$ cat src/rtl/core/dnp_pkg.sv
// types, character codes and constants of the decimal number parser
package dnp_pkg;

    localparam int VALUE_W = 48;
    localparam int EXP_W   = 9;
    localparam int CNT_W   = 8;

    localparam logic [7:0] CH_MINUS = 8'h2D;
    localparam logic [7:0] CH_PLUS  = 8'h2B;
    localparam logic [7:0] CH_POINT = 8'h2E;
    localparam logic [7:0] CH_ZERO  = 8'h30;
    localparam logic [7:0] CH_NINE  = 8'h39;

    localparam logic [CNT_W-1:0]        CNT_MAX = 8'hFF;
    localparam logic signed [EXP_W-1:0] EXP_MAX = 9'sd255;
    localparam logic [VALUE_W-2:0]      MAG_MAX = '1;

    localparam logic OP_MUL10_ADD = 1'b0;
    localparam logic OP_SUB       = 1'b1;

    typedef struct packed {
        logic [7:0] character;
        logic       restart;
    } t_in_item;

    typedef struct packed {
        logic                      found;
        logic signed [VALUE_W-1:0] number_value;
        logic [7:0]                chars_used;
    } t_out_item;

    function automatic logic [31:0] pow10(input logic [3:0] k);
        logic [31:0] p;
        case (k)
            4'd0:    p = 32'd1;
            4'd1:    p = 32'd10;
            4'd2:    p = 32'd100;
            4'd3:    p = 32'd1000;
            4'd4:    p = 32'd10000;
            4'd5:    p = 32'd100000;
            4'd6:    p = 32'd1000000;
            4'd7:    p = 32'd10000000;
            4'd8:    p = 32'd100000000;
            4'd9:    p = 32'd1000000000;
            default: p = 32'd0;
        endcase
        return p;
    endfunction

endpackage

$ cat src/rtl/core/dnp_step_unit.sv
// shared shift-add / subtract unit: a*10+b or a-b with borrow in the top bit
module dnp_step_unit
    import dnp_pkg::*;
#(
    parameter int W = 52
) (
    input  logic         i_op,
    input  logic [W-1:0] i_a,
    input  logic [W-1:0] i_b,
    output logic [W:0]   o_y
);

    logic [W:0] a_ext;
    logic [W:0] b_ext;

    assign a_ext = {1'b0, i_a};
    assign b_ext = {1'b0, i_b};

    always_comb begin
        if (i_op == OP_SUB) begin
            o_y = a_ext - b_ext;
        end else begin
            o_y = (a_ext << 3) + (a_ext << 1) + b_ext;
        end
    end

endmodule

$ cat src/rtl/core/decimal_number_parser.sv
// Streaming ASCII decimal parser: optional sign, digits with at most one point, first
// MAX_DIGITS digits kept, result in signed fixed point with FRAC_BITS fraction bits,
// truncated toward zero and saturated at 2^47-1 in magnitude. Sign, digit and point
// characters are taken one per clock while idle. A terminator (any other character,
// or a second point) is consumed by the handshake but not counted in chars_used; it
// starts the scaling, during which the input is not ready. Scaling runs on one shared
// shift-add / subtract unit: a number with kept fraction digits takes a restoring
// division of MANTISSA_BITS+FRAC_BITS steps, any other number takes one
// multiply-by-ten per exponent step then a closing check, stopping early on
// saturation; either path has a setup state and a result-loading state. Characters
// are accepted again while the result waits to be taken.
module decimal_number_parser
    import dnp_pkg::*;
#(
    parameter int MAX_DIGITS = 8,
    parameter int FRAC_BITS  = 16
) (
    input  logic      i_clk,
    input  logic      i_rst_n,
    input  logic      i_in_valid,
    output logic      o_in_ready,
    input  t_in_item  i_in_data,
    output logic      o_out_valid,
    input  logic      i_out_ready,
    output t_out_item o_out_data
);

    localparam int MANT_W = $clog2(10**MAX_DIGITS);
    localparam int DIV_W  = MANT_W + 1;
    localparam int NUM_W  = MANT_W + FRAC_BITS;
    localparam int ACC_W  = ((NUM_W > VALUE_W) ? NUM_W : VALUE_W) + 4;

    localparam logic [2:0] S_IDLE = 3'd0;
    localparam logic [2:0] S_INIT = 3'd1;
    localparam logic [2:0] S_MUL  = 3'd2;
    localparam logic [2:0] S_DIV  = 3'd3;
    localparam logic [2:0] S_DONE = 3'd4;

    logic [2:0]              r_state, n_state;
    logic [MANT_W-1:0]       r_mant, n_mant;
    logic signed [EXP_W-1:0] r_exp, n_exp;
    logic [CNT_W-1:0]        r_dcnt, n_dcnt;
    logic                    r_seen, n_seen;
    logic                    r_neg, n_neg;
    logic                    r_first, n_first;
    logic [CNT_W-1:0]        r_pos, n_pos;
    logic [ACC_W-1:0]        r_acc, n_acc;
    logic [MANT_W-1:0]       r_rem, n_rem;
    logic [DIV_W-1:0]        r_div, n_div;
    logic [CNT_W-1:0]        r_cnt, n_cnt;
    logic                    r_out_valid, n_out_valid;
    t_out_item               r_out, n_out;

    logic [MANT_W-1:0]       e_mant;
    logic signed [EXP_W-1:0] e_exp;
    logic [CNT_W-1:0]        e_dcnt;
    logic                    e_seen;
    logic                    e_neg;
    logic                    e_first;
    logic [CNT_W-1:0]        e_pos;
    logic [CNT_W-1:0]        dcnt_inc;
    logic [CNT_W-1:0]        pos_inc;
    logic [7:0]              ch;
    logic                    accept;
    logic                    is_sign;
    logic                    is_digit;
    logic                    is_point;
    logic [DIV_W-1:0]        shifted;
    logic                    borrow;
    logic                    over;
    logic [VALUE_W-2:0]      mag;
    logic [VALUE_W-1:0]      mag_ext;
    logic                    unit_op;
    logic [ACC_W-1:0]        unit_a;
    logic [ACC_W-1:0]        unit_b;
    logic [ACC_W:0]          unit_y;

    dnp_step_unit #(
        .W (ACC_W)
    ) u_step (
        .i_op (unit_op),
        .i_a  (unit_a),
        .i_b  (unit_b),
        .o_y  (unit_y)
    );

    assign o_in_ready  = (r_state == S_IDLE);
    assign o_out_valid = r_out_valid;
    assign o_out_data  = r_out;

    assign ch     = i_in_data.character;
    assign accept = i_in_valid && o_in_ready;

    // restart drops the partial parse before this character is looked at
    assign e_mant  = i_in_data.restart ? '0 : r_mant;
    assign e_exp   = i_in_data.restart ? '0 : r_exp;
    assign e_dcnt  = i_in_data.restart ? '0 : r_dcnt;
    assign e_seen  = i_in_data.restart ? 1'b0 : r_seen;
    assign e_neg   = i_in_data.restart ? 1'b0 : r_neg;
    assign e_first = i_in_data.restart ? 1'b1 : r_first;
    assign e_pos   = i_in_data.restart ? '0 : r_pos;

    assign dcnt_inc = (e_dcnt != CNT_MAX) ? e_dcnt + 8'd1 : e_dcnt;
    assign pos_inc  = (e_pos != CNT_MAX) ? e_pos + 8'd1 : e_pos;

    assign is_sign  = e_first && ((ch == CH_MINUS) || (ch == CH_PLUS));
    assign is_digit = ch inside {[CH_ZERO:CH_NINE]};
    assign is_point = (ch == CH_POINT) && !e_seen;

    assign shifted = {r_rem, r_acc[NUM_W-1]};
    assign borrow  = unit_y[ACC_W];
    assign over    = |r_acc[ACC_W-1:VALUE_W-1];
    assign mag     = over ? MAG_MAX : r_acc[VALUE_W-2:0];
    assign mag_ext = {1'b0, mag};

    always_comb begin
        case (r_state)
            S_MUL: begin
                unit_op = OP_MUL10_ADD;
                unit_a  = r_acc;
                unit_b  = '0;
            end
            S_DIV: begin
                unit_op = OP_SUB;
                unit_a  = ACC_W'(shifted);
                unit_b  = ACC_W'(r_div);
            end
            default: begin
                unit_op = OP_MUL10_ADD;
                unit_a  = ACC_W'(e_mant);
                unit_b  = ACC_W'(4'(ch - CH_ZERO));
            end
        endcase
    end

    always_comb begin
        n_state     = r_state;
        n_mant      = r_mant;
        n_exp       = r_exp;
        n_dcnt      = r_dcnt;
        n_seen      = r_seen;
        n_neg       = r_neg;
        n_first     = r_first;
        n_pos       = r_pos;
        n_acc       = r_acc;
        n_rem       = r_rem;
        n_div       = r_div;
        n_cnt       = r_cnt;
        n_out       = r_out;
        n_out_valid = r_out_valid && !i_out_ready;

        case (r_state)
            S_IDLE: begin
                if (accept) begin
                    n_mant  = e_mant;
                    n_exp   = e_exp;
                    n_dcnt  = e_dcnt;
                    n_seen  = e_seen;
                    n_neg   = e_neg;
                    n_first = 1'b0;
                    n_pos   = e_pos;
                    if (is_sign) begin
                        n_neg = (ch == CH_MINUS);
                        n_pos = pos_inc;
                    end else if (is_digit) begin
                        n_dcnt = dcnt_inc;
                        n_pos  = pos_inc;
                        if (dcnt_inc <= CNT_W'(MAX_DIGITS)) begin
                            n_mant = unit_y[MANT_W-1:0];
                            if (e_seen) begin
                                n_exp = e_exp - 9'sd1;
                            end
                        end else if (!e_seen && (e_exp < EXP_MAX)) begin
                            n_exp = e_exp + 9'sd1;
                        end
                    end else if (is_point) begin
                        n_seen = 1'b1;
                        n_pos  = pos_inc;
                    end else begin
                        n_first = e_first;
                        n_acc   = ACC_W'(e_mant) << FRAC_BITS;
                        n_state = S_INIT;
                    end
                end
            end
            S_INIT: begin
                n_rem = '0;
                if (r_exp[EXP_W-1]) begin
                    n_div   = DIV_W'(pow10(4'(-r_exp)));
                    n_cnt   = CNT_W'(NUM_W);
                    n_state = S_DIV;
                end else begin
                    n_cnt   = r_exp[CNT_W-1:0];
                    n_state = S_MUL;
                end
            end
            S_MUL: begin
                if ((r_cnt == '0) || over) begin
                    n_state = S_DONE;
                end else begin
                    n_acc = unit_y[ACC_W-1:0];
                    n_cnt = r_cnt - 8'd1;
                end
            end
            S_DIV: begin
                n_rem = borrow ? shifted[MANT_W-1:0] : unit_y[MANT_W-1:0];
                n_acc = ACC_W'({r_acc[NUM_W-2:0], !borrow});
                n_cnt = r_cnt - 8'd1;
                if (r_cnt == 8'd1) begin
                    n_state = S_DONE;
                end
            end
            S_DONE: begin
                if (!r_out_valid || i_out_ready) begin
                    n_out_valid        = 1'b1;
                    n_out.found        = (r_dcnt != '0);
                    n_out.number_value = '0;
                    n_out.chars_used   = '0;
                    if (r_dcnt != '0) begin
                        n_out.number_value = r_neg ? -mag_ext : mag_ext;
                        n_out.chars_used   = r_pos;
                    end
                    n_mant  = '0;
                    n_exp   = '0;
                    n_dcnt  = '0;
                    n_seen  = 1'b0;
                    n_neg   = 1'b0;
                    n_first = 1'b1;
                    n_pos   = '0;
                    n_state = S_IDLE;
                end
            end
            default: begin
                n_state = S_IDLE;
            end
        endcase
    end

    always_ff @(posedge i_clk) begin
        if (!i_rst_n) begin
            r_state     <= S_IDLE;
            r_mant      <= '0;
            r_exp       <= '0;
            r_dcnt      <= '0;
            r_seen      <= 1'b0;
            r_neg       <= 1'b0;
            r_first     <= 1'b1;
            r_pos       <= '0;
            r_out_valid <= 1'b0;
        end else begin
            r_state     <= n_state;
            r_mant      <= n_mant;
            r_exp       <= n_exp;
            r_dcnt      <= n_dcnt;
            r_seen      <= n_seen;
            r_neg       <= n_neg;
            r_first     <= n_first;
            r_pos       <= n_pos;
            r_out_valid <= n_out_valid;
        end
    end

    always_ff @(posedge i_clk) begin
        r_acc <= n_acc;
        r_rem <= n_rem;
        r_div <= n_div;
        r_cnt <= n_cnt;
        r_out <= n_out;
    end

endmodule

$ cat config.mk
export PLATFORM = sky130hd
export DESIGN_NAME = decimal_number_parser
export DESIGN_NICKNAME = d
export VERILOG_FILES = /design/src/rtl/core/dnp_pkg.sv /design/src/rtl/core/dnp_step_unit.sv /design/src/rtl/core/decimal_number_parser.sv
export SDC_FILE = /design/constraint.sdc
export NUM_CORES = 1
export LEC_CHECK = 0
export CAP_MARGIN = 40
export CORE_MARGIN = 1
export CORE_UTILIZATION = 55
export DETAILED_ROUTE_END_ITERATION = 6
export DONT_BUFFER_PORTS = 1
export GPL_TIMING_DRIVEN = 0
export PLACE_DENSITY = 0.7
export SLEW_MARGIN = 15
export SYNTH_ARGS = -nofsm -noshare
export SYNTH_HDL_FRONTEND = slang
export SYNTH_SLANG_ARGS = --single-unit
$ cat constraint.sdc
create_clock -name i_clk -period 6.29 [get_ports i_clk]
set_input_delay 1.258 -clock i_clk [delete_from_list [all_inputs] [get_ports i_clk]]
set_output_delay 1.258 -clock i_clk [all_outputs]
set_load 0.1 [all_outputs]
==> metrics.cfg, run 1 <==
[logic_synthesis]
seq_area_frac_synth_pct=34.0
syn_nets=2269
synth.top_cell.area_share_pct=27.5
synth_most_common_cell=nor2_1
synthXorXnorAreaFrac_pct=5.29
synth_fa_ha_area_share_pct=10.3
synth_compound_area_share_pct=22.1
avgSynthCellArea_sq_um=8.60
synthCells=2118
ys_warn_count=0
synth_top_family_by_area=compound AO/OA/AOI/OAI gates
synthesis.area_sq_um=18200
synth_edf_count=167
synth_top_area_cell=edfxtp_1
ys_ff_latch=226
muxShareOfSynthArea_pct=3.23
synth_flop_cell=edfxtp_1
synth_cell_types=86
yosys.area_share.simple_pct=20.3
synth_area_leaders=edfxtp_1, ha_1, dfxtp_1
synth-async-reset-ratio_pct=0
synthTopCellsByCount=nor2_1, nand2_1, edfxtp_1

[floorplan]
die_area_sq_um=33900
rows=66
dieWidth_microns=184
dieHeight_microns=184
ioPinCount=72
coreArea_sq_um=32500
start_util_pct=56.0

[global_routing]
global_route.usage.met1_pct=48.3
overflow=0
antenna_found_initial=0
top_usage_layer=met2
gr-usage-met2_pct=52.4
grt_pass1_vias=15600
grt_pass1_wl_microns=90300
grt_start_max_net_pins=45
grt_util_met3_pct=5.90
grt.total_usage_pct=34.6

[worst_setup_path]
critPathBufInv=8
max_stage_delay_ps=570
cp-end-kind=flip-flop
cp_data_required_time_ps=6570
critPathMaxFanout=10
cp_top_family=buffers and inverters
cp_cell_sequence=buf_2 > and3b_1 > buf_2 > buf_2 > clkbuf_2 > clkbuf_2 > clkbuf_2 > nand2_1 > fa_1 > inv_1 > ha_1 > clkbuf_1 > nand2_1 > or3_1 > o311a_1 > o21ai_1 > a21oi_1 > o21ai_2 > a21boi_0 > xor2_1 > nor2_1
cp-start-kind=flip-flop
slowest_stage=fa_1
arrival_ps=6370
path_class=reg -> reg

[pwr]
total_power_mw=4.85
intPower_mw=3.08
p_switching_mw=1.77
ir_drop_mv=0.198
comb_power_share_pct=28.7
leakagePower_nw=8.07
power_frac_seq_pct=39.9
power.share.clock_pct=31.4
power.density_nw_per_um2=241
sw_frac_of_total_pct=36.5

[placement]
placed_cell_area_sq_um=19100
io_buffers=0
preCtsSetupSlack_ps=-2050
gp_congestion=1.00
dpl.hpwl_microns=46600

[timing]
hold_slack_ps=459
max_freq_mhz=164
relSlewSlack_pct=33.6
hold_violations=0
slew_violations=0
min_period_ps=6090
setup_viol=0
layout_setup_ws_ps=200
finalCritPeriodShare_pct=96.8
worst_pin_slew_ps=990
fin_worst_skew_ps=22.6

[route]
drc_errors=0
wl_per_cell_microns=22.5
routed_wl_microns=59200
ant_nets=0
viasPerCell=6.46
drt_iter0_drc=1984
vias=17000
dr.pass1.iters=6

[clock_tree]
tritoncts=built
cts_hold_buf=0
cts_sinks=226
numCtsBuffers=26
clock_latency_ps=550
cts_buffer_depth=3
clk_pin_slew_worst_paths_ps=60
clockRootBuffer=clkbuf_16
htreeDepth=1

[hold_path]
hp-class=reg -> reg

[cells_and_area]
design_area_sq_um=20200
final_util_pct=62.0
diodes=0
fin_nets=2319
drive_above_1_share_pct=7.04
syn_to_final_growth_pct=10.6

[run_status]
status=completed

[job]
maxCapViolCount=0

-- final timing paths --
| check | startpoint | to | slack, ps | cells past startpoint |
|---|---|---|---|---|
| max | r_state[2]$_SDFFE_PN0P_ | r_acc[48]$_SDFFCE_PP0P_ | 200 | 21 |
| min reg2reg | r_mant[19]$_SDFFE_PN0P_ | r_mant[19]$_SDFFE_PN0P_ | 460 | 2 |
| max reg2reg | r_state[2]$_SDFFE_PN0P_ | r_acc[48]$_SDFFCE_PP0P_ | 200 | 21 |
| min | r_mant[19]$_SDFFE_PN0P_ | r_mant[19]$_SDFFE_PN0P_ | 460 | 2 |
-- stage by stage --
stage,TNS (ps),std cells
after global placement,-148330,2560
after detailed placement,-92110,2575
after CTS,0,2622
after global routing,-2.34,2630
after floorplan,0,2118
final,0,2630
-- layout by cell type (no fill, tap or decap), drive strengths merged, types with 9 or more instances in the layout --
master and instances:
a21oi 153, ha 119, o21bai 13, and3 17, nand3 37, o21ai 156, o21a 20, nand2b 34
or3 14, and2 50, nand2 198, buf 44, nor4 19, a211oi 9, edfxtp 167, a21o 48
dfxtp 59, mux2i 55, a31oi 29, nor3 30, o31ai 12, xnor2 76, clkbuf 139, o221a 14
o22a 25, a21boi 12, nand4 30, a22oi 22, nor3b 15, a31o 9, fa 19, nor2b 54
o211ai 21, nor2 222, xor2 34, inv 96
-- worst min-delay path, delay by kind of cell (launching register included) --
family | cells | cell delay [ps]
flip-flops | 1 | 320
AND/OR/NAND/NOR | 1 | 50
AO/OA/AOI/OAI | 1 | 60
-- logic make-up after synthesis --
family	count (synthesis)
AOI/OAI and AO/OA	609
xor gates and xnor gates	110
adders and majority gates	138
buffers and inverters	222
DFF	226
muxes	58
and+or+nand+nor	755
-- per-layer routing --
layer  wire [microns]  vias to the layer above
li1                 -                     7803
met2            25600                      980
met3             6120                      144
met1            24800                     8072
met5                0                        -
met4             2630                        0
-- layout make-up --
type / instances / area [sq um]
fill: 2912 / 12400
multi-input combinational: 1670 / 11200
sequential: 226 / 6200
clock buffer: 35 / 724
tap: 442 / 553
buffer: 122 / 527
timing repair buffer: 26 / 444
inverter: 96 / 364
clock inverter: 13 / 129
-- state kept, by name, summed over array words and instances, names as in the netlist --
signal       cells
r_mant          27
r_acc           52
r_state          3
o_out_data      57
r_cnt            8
r_exp            9
r_pos            8
r_rem           27
r_div           23
r_seen           1
o_out_valid      1
r_neg            1
r_dcnt           8
r_first          1
-- power groups by stage --
stage / logic [mW] / registers, mW / clock network, mW
6_report: 1.39 / 1.94 / 1.53
5_1_grt: 1.48 / 1.94 / 1.57
4_1_cts: 1.34 / 1.93 / 1.53
3_5_place_dp: 1.33 / 1.96 / 0
3_3_place_gp: 1.26 / 1.99 / 0
2_1_floorplan: 0.927 / 1.93 / 0
-- repair_timing --
action / 4_1_cts / 5_1_grt
endpoints found under the setup margin: 90 / 39
pin swaps: 1 / 3
gates resized for setup: 22 / 18
setup buffers: 2 / 5
hold endpoints to repair: 0 / 0
(Power assumes the default switching activity.)
==> run 2: changes to the inputs <==
CAP_MARGIN = 10   (was 40)
CORE_UTILIZATION = 60   (was 55)
PLACE_DENSITY = 0.76   (was 0.7)
==> metrics.cfg, run 2 (synthesis results as in run 1) <==
[run_status]
status=complete, but fails checks  ; was completed
violations=design-rule violations

[cells_and_area]
drive_above_1_share_pct=6.67  ; was 7.04%
diodes=0  ; unchanged
fin_nets=2304  ; was 2,319
nFillCells=2476  ; was 2,912
seq_area_sq_um=6200  ; unchanged
layout_commonest_cell=nor2_1  ; unchanged
mostFrequentLayoutCells=nor2_1, nand2_1, edfxtp_1  ; unchanged
syn_to_final_growth_pct=9.39  ; was 10.6%
final_util_pct=66.9  ; was 62.0%
largest_register_ffs=57  ; unchanged
multiInputGateArea_sq_um=11200  ; about the same

[worst_setup_path]
r2r_start=r_state[0]$_SDFFE_PN0P_  ; was r_state[2]$_SDFFE_PN0P_
cp_top_family=compound AO/OA/AOI/OAI gates  ; was buffers and inverters
path_class=reg -> reg  ; unchanged
critPathMaxFanout=19  ; was 10
slowest_stage=o21ai_1  ; was fa_1
cp_cell_sequence=buf_4 > clkbuf_4 > buf_2 > clkbuf_4 > mux2i_1 > o21ai_1 > inv_1 > fa_1 > inv_1 > ha_1 > clkbuf_1 > nand2_1 > or3_1 > o311a_1 > o21ai_1 > a21oi_1 > o21ai_2 > a31oi_1 > xor2_1 > o211ai_1  ; was buf_2 > and3b_1 > buf_2 > buf_2 > clkbuf_2 > clkbuf_2 > clkbuf_2 > nand2_1 > fa_1 > inv_1 > ha_1 > clkbuf_1 > nand2_1 > or3_1 > o311a_1 > o21ai_1 > a21oi_1 > o21ai_2 > a21boi_0 > xor2_1 > nor2_1
r2r_setup_slack_ps=180  ; was 200 ps
max_stage_delay_ps=520  ; was 570 ps
cp_data_required_time_ps=6590  ; was 6570 ps
cp-start-kind=flip-flop  ; unchanged
arrival_ps=6410  ; was 6370 ps
worstSetupStartpoint=r_state[0]$_SDFFE_PN0P_  ; was r_state[2]$_SDFFE_PN0P_
cp-end-kind=flip-flop  ; unchanged
critPathBufInv=7  ; was 8

[pwr]
ir_drop_mv=0.196  ; was 0.198 mV
comb_power_share_pct=27.4  ; was 28.7%
total_power_mw=5.08  ; was 4.85 mW
sw_frac_of_total_pct=36.1  ; was 36.5%
power_frac_seq_pct=38.6  ; was 39.9%
power.share.clock_pct=34.0  ; was 31.4%
leakagePower_nw=7.99  ; was 8.07 nW
power.density_nw_per_um2=255  ; was 241 nW/um^2
p_switching_mw=1.83  ; was 1.77 mW
intPower_mw=3.24  ; was 3.08 mW

[floorplan]
dieHeight_microns=176  ; was 184 microns
coreArea_sq_um=29800  ; was 32,500 sq um
die_area_sq_um=31100  ; was 33,900 sq um
rows=63  ; was 66
start_util_pct=61.2  ; was 56.0%
dieWidth_microns=176  ; was 184 microns
ioPinCount=72  ; unchanged

[route]
ant_nets=0  ; unchanged
wl_per_cell_microns=23.7  ; was 22.5 microns
vias=17100  ; was 17,000
routed_wl_microns=60600  ; was 59,200 microns
viasPerCell=6.68  ; was 6.46
drt_iter0_drc=2245  ; was 1,984
dr.pass1.iters=7  ; was 6
drc_errors=1  ; was 0

[global_routing]
overflow=0  ; unchanged
grt.total_usage_pct=38.5  ; was 34.6%
antenna_found_initial=0  ; unchanged
grt_pass1_vias=15900  ; was 15,600
grt_start_max_net_pins=45  ; unchanged
grt_pass1_wl_microns=91500  ; was 90,300 microns

[hold_path]
hp-start=r_mant[25]$_SDFFE_PN0P_  ; was r_mant[19]$_SDFFE_PN0P_
hp-class=reg -> reg  ; unchanged

[clock_tree]
cts_hold_buf=0  ; unchanged
cts_sinks=226  ; unchanged
numCtsBuffers=27  ; was 26
clockRootBuffer=clkbuf_16  ; unchanged
tritoncts=built  ; unchanged
cts_buffer_depth=3  ; unchanged
clk_pin_slew_worst_paths_ps=60  ; about the same
htreeDepth=1  ; unchanged
clock_latency_ps=570  ; was 550 ps

[timing]
worst_pin_slew_ps=1110  ; was 990 ps
relSlewSlack_pct=25.7  ; was 33.6%
max_freq_mhz=164  ; about the same
slew_violations=0  ; unchanged
finalCritPeriodShare_pct=97.1  ; was 96.8%
hold_violations=0  ; unchanged
setup_tns_ps=0  ; unchanged
setup_viol=0  ; unchanged
layout_setup_ws_ps=185  ; was 200 ps
fin_worst_skew_ps=27.2  ; was 22.6 ps
hold_slack_ps=459  ; about the same
min_period_ps=6110  ; was 6090 ps

[job]
maxCapViolCount=0  ; unchanged

[placement]
io_buffers=0  ; unchanged
gp_congestion=1.03  ; was 1.00
dpl.hpwl_microns=47700  ; was 46,600 microns
preCtsSetupSlack_ps=-1770  ; was -2050 ps

[run 2: what timing repair did]
action / 4_1_cts / 5_1_grt
endpoints found under the hold margin: 0 / 0
endpoints found under the setup margin: 91 / 41
pin swaps: 1 / 1
buffers inserted: 2 / 1
resized for setup: 21 / 22
[run 2: stage by stage]
stage	instances	area, sq um
after floorplan	2118	18200
after global placement	2508	18700
after detailed placement	2514	18900
after CTS	2563	19900
after global routing	2564	19900
final	2564	19900
[run 2: layout make-up]
| type | count | area share [%] |
|---|---|---|
| Multi-Input combinational cell | 1670 | 56.4 |
| Sequential cell | 226 | 31.1 |
| Clock buffer | 39 | 4.03 |
| Buffer | 123 | 2.66 |
| Tap cell | 390 | 2.45 |
| Inverter | 96 | 1.81 |
| Clock inverter | 11 | 0.898 |
| Timing Repair Buffer | 9 | 0.722 |
[run 2: path summary, 6_finish.rpt]
path / to / cells past startpoint
worst min register to register: r_mant[25]$_SDFFE_PN0P_ / 2
worst max-delay path: r_acc[42]$_DFFE_PP_ / 20
worst min-delay path: r_mant[25]$_SDFFE_PN0P_ / 2
worst max register to register: r_acc[42]$_DFFE_PP_ / 20
[run 2: power by group through the flow]
| stage | combinational, mW | sequential (mW) | clock [mW] |
|---|---|---|---|
| final | 1.39 | 1.96 | 1.72 |
| after global routing | 1.47 | 1.96 | 1.77 |
| after CTS | 1.34 | 1.95 | 1.72 |
| after detailed placement | 1.33 | 1.98 | 0 |
| after global placement | 1.29 | 1.99 | 0 |
| after floorplan | 0.927 | 1.93 | 0 |
[run 2: metal layers]
layer  up-vias  routed length, microns  GRT usage, %
met4         0                    2800          16.7
li1       7773                       -             -
met1      8131                   24800          52.7
met3       179                    6330          6.44
met2      1048                   26700          59.9
met5         -                       0             0
[run 2: tightest hold or removal path: cells and delay by family, from the launching register on]
family | cells | cell delay (ps)
compound gates | 1 | 50
flops | 1 | 330
simple gates | 1 | 50
==> run 3: changes to the inputs <==
RECOVER_POWER = 25   (was unset)
==> metrics.cfg, run 3 (synthesis results as in run 1) <==
[route]
wl_per_cell_microns=23.7  ; about the same
routed_wl_microns=60800  ; was 60,600 microns
viasPerCell=6.72  ; was 6.68
ant_nets=0  ; unchanged
vias=17200  ; was 17,100
drt_iter0_drc=2352  ; was 2,245
drc_errors=0  ; was 1
dr.pass1.iters=7  ; unchanged

[floorplan]
ioPinCount=72  ; unchanged
dieWidth_microns=176  ; unchanged
dieHeight_microns=176  ; unchanged
coreArea_sq_um=29800  ; unchanged
rows=63  ; unchanged
start_util_pct=61.2  ; unchanged
die_area_sq_um=31100  ; unchanged

[placement]
placed_cell_area_sq_um=18900  ; unchanged
dpl.hpwl_microns=47700  ; unchanged
io_buffers=0  ; unchanged
dp.cells=2514  ; unchanged
gp_congestion=1.03  ; unchanged

[run_status]
status=complete, but fails checks  ; unchanged
violations=max-capacitance violations, max-slew violations  ; was design-rule violations

[timing]
min_period_ps=6090  ; was 6110 ps
relSlewSlack_pct=-52.9  ; was 25.7%
finalCritPeriodShare_pct=96.8  ; was 97.1%
hold_violations=0  ; unchanged
fin_worst_skew_ps=30.2  ; was 27.2 ps
setup_viol=0  ; unchanged
hold_slack_ps=458  ; was 459 ps
worst_pin_slew_ps=2290  ; was 1110 ps
max_freq_mhz=164  ; about the same
slew_violations=73  ; was 0

[cells_and_area]
design_area_sq_um=19900  ; about the same
drive_above_1_share_pct=6.30  ; was 6.67%
final_util_pct=66.7  ; was 66.9%
largest_register_ffs=57  ; unchanged
syn_to_final_growth_pct=9.05  ; was 9.39%
seq_area_sq_um=6200  ; unchanged
diodes=0  ; unchanged
mostFrequentLayoutCells=nor2_1, nand2_1, edfxtp_1  ; unchanged
nFillCells=2484  ; was 2,476
multiInputGateArea_sq_um=11200  ; about the same
fin_nets=2304  ; unchanged
final_cells=2564  ; unchanged
layout_commonest_cell=nor2_1  ; unchanged

[worst_setup_path]
cp_num_cells=21  ; was 20
cp_cell_sequence=buf_4 > clkbuf_4 > buf_2 > clkbuf_4 > mux2i_1 > o21ai_2 > inv_1 > fa_1 > inv_1 > ha_1 > nand2b_1 > a21oi_1 > o31ai_1 > o31ai_2 > a21oi_1 > o31ai_2 > nor3_1 > a2111oi_4 > buf_4 > buf_4 > o221a_2  ; was buf_4 > clkbuf_4 > buf_2 > clkbuf_4 > mux2i_1 > o21ai_1 > inv_1 > fa_1 > inv_1 > ha_1 > clkbuf_1 > nand2_1 > or3_1 > o311a_1 > o21ai_1 > a21oi_1 > o21ai_2 > a31oi_1 > xor2_1 > o211ai_1
worstRegToRegCells=21  ; was 20
cp-start-kind=flip-flop  ; unchanged
cp_top_family=compound AO/OA/AOI/OAI gates  ; unchanged
arrival_ps=6400  ; was 6410 ps
slowest_stage=o31ai_1  ; was o21ai_1
path_class=reg -> reg  ; unchanged
cp-end-kind=flip-flop  ; unchanged
critPathMaxFanout=19  ; unchanged
cp_data_required_time_ps=6600  ; was 6590 ps
cp_common_cell=buf_4
max_stage_delay_ps=640  ; was 520 ps
critPathBufInv=8  ; was 7

[clock_tree]
tritoncts=built  ; unchanged
clock_latency_ps=580  ; was 570 ps
cts_buffer_depth=3  ; unchanged
clockRootBuffer=clkbuf_16  ; unchanged
numCtsBuffers=27  ; unchanged
htreeDepth=1  ; unchanged
cts_sinks=226  ; unchanged
cts_hold_buf=0  ; unchanged
clk_pin_slew_worst_paths_ps=60  ; about the same

[job]
maxCapViolCount=2  ; was 0

[global_routing]
overflow=0  ; unchanged
grt.total_usage_pct=38.5  ; unchanged
antenna_found_initial=0  ; unchanged
grt_pass1_vias=15900  ; unchanged
grt_pass1_wl_microns=91500  ; unchanged
grt_start_max_net_pins=45  ; unchanged

[hold_path]
hp-class=reg -> reg  ; unchanged
holdPathStages=2  ; unchanged

[pwr]
leakagePower_nw=7.96  ; was 7.99 nW
power.density_nw_per_um2=255  ; about the same
ir_drop_mv=0.197  ; was 0.196 mV

==> run 3: changes by cell type in the layout (fill, tap and decap cells not counted), sizes merged <==
cell,delta
buf,-4
clkbuf,+4
==> run 3: power by group <==
part	leakage [nW]	internal, mW	total, mW	switching, mW
sequential	2.03	1.72	1.96	0.237
clock	0.477	1.06	1.73	0.674
combinational	5.45	0.457	1.39	0.928
==> run 3: worst register-to-register path, cell delays in order (launching register included) <==
cell	delay [ps]
dfxtp_1	420
buf_4	280
clkbuf_4	310
buf_2	320
clkbuf_4	340
mux2i_1	120
o21ai_2	270
inv_1	170
fa_1	530
inv_1	40
ha_1	340
nand2b_1	120
a21oi_1	120
o31ai_1	640
o31ai_2	170
a21oi_1	450
o31ai_2	180
nor3_1	350
a2111oi_4	90
buf_4	180
buf_4	160
o221a_2	250
==> run 3: cell type report <==
| class | count | share of cell area, % |
|---|---|---|
| Multi-Input combinational cell | 1670 | 56.5 |
| Sequential cell | 226 | 31.2 |
| Clock buffer | 39 | 4.04 |
| Buffer | 123 | 2.63 |
| Tap cell | 390 | 2.46 |
| Inverter | 96 | 1.81 |
| Clock inverter | 11 | 0.900 |
| Timing Repair Buffer | 9 | 0.523 |
==> run 3: repair_timing <==
| action | 4_1_cts | 5_1_grt |
|---|---|---|
| buffers inserted | 2 | 1 |
| gates cloned | 0 | 0 |
| resized for setup | 21 | 22 |
| endpoints found under the setup margin | 91 | 41 |
| pin swaps | 1 | 1 |
==> run 3: routing by layer <==
layer  part of all wire (%)  GRT usage, %
met3                     11          6.44
met5                      0             0
met2                     44          59.9
met4                    4.3          16.7
met1                     40          52.7
==> run 3: path summary, 6_finish.rpt <==
| path | from | endpoint | slack (ps) |
|---|---|---|---|
| max | r_state[0]$_SDFFE_PN0P_ | r_rem[5]$_SDFFCE_PP0P_ | 200 |
| min | r_mant[25]$_SDFFE_PN0P_ | r_mant[25]$_SDFFE_PN0P_ | 460 |
| max reg2reg | r_state[0]$_SDFFE_PN0P_ | r_rem[5]$_SDFFCE_PP0P_ | 200 |
| min reg2reg | r_mant[25]$_SDFFE_PN0P_ | r_mant[25]$_SDFFE_PN0P_ | 460 |
==> run 3: through the flow <==
step / setup TNS, ps / setup slack, ps / power [mW]
after floorplan: 0 / 515 / 2.85
after global placement: -154560 / -1730 / 3.27
after detailed placement: -90230 / -1770 / 3.31
final: 0 / 198 / 5.08
after global routing: -15.3 / -11.9 / 5.20
after CTS: 0 / 5.44 / 5.01
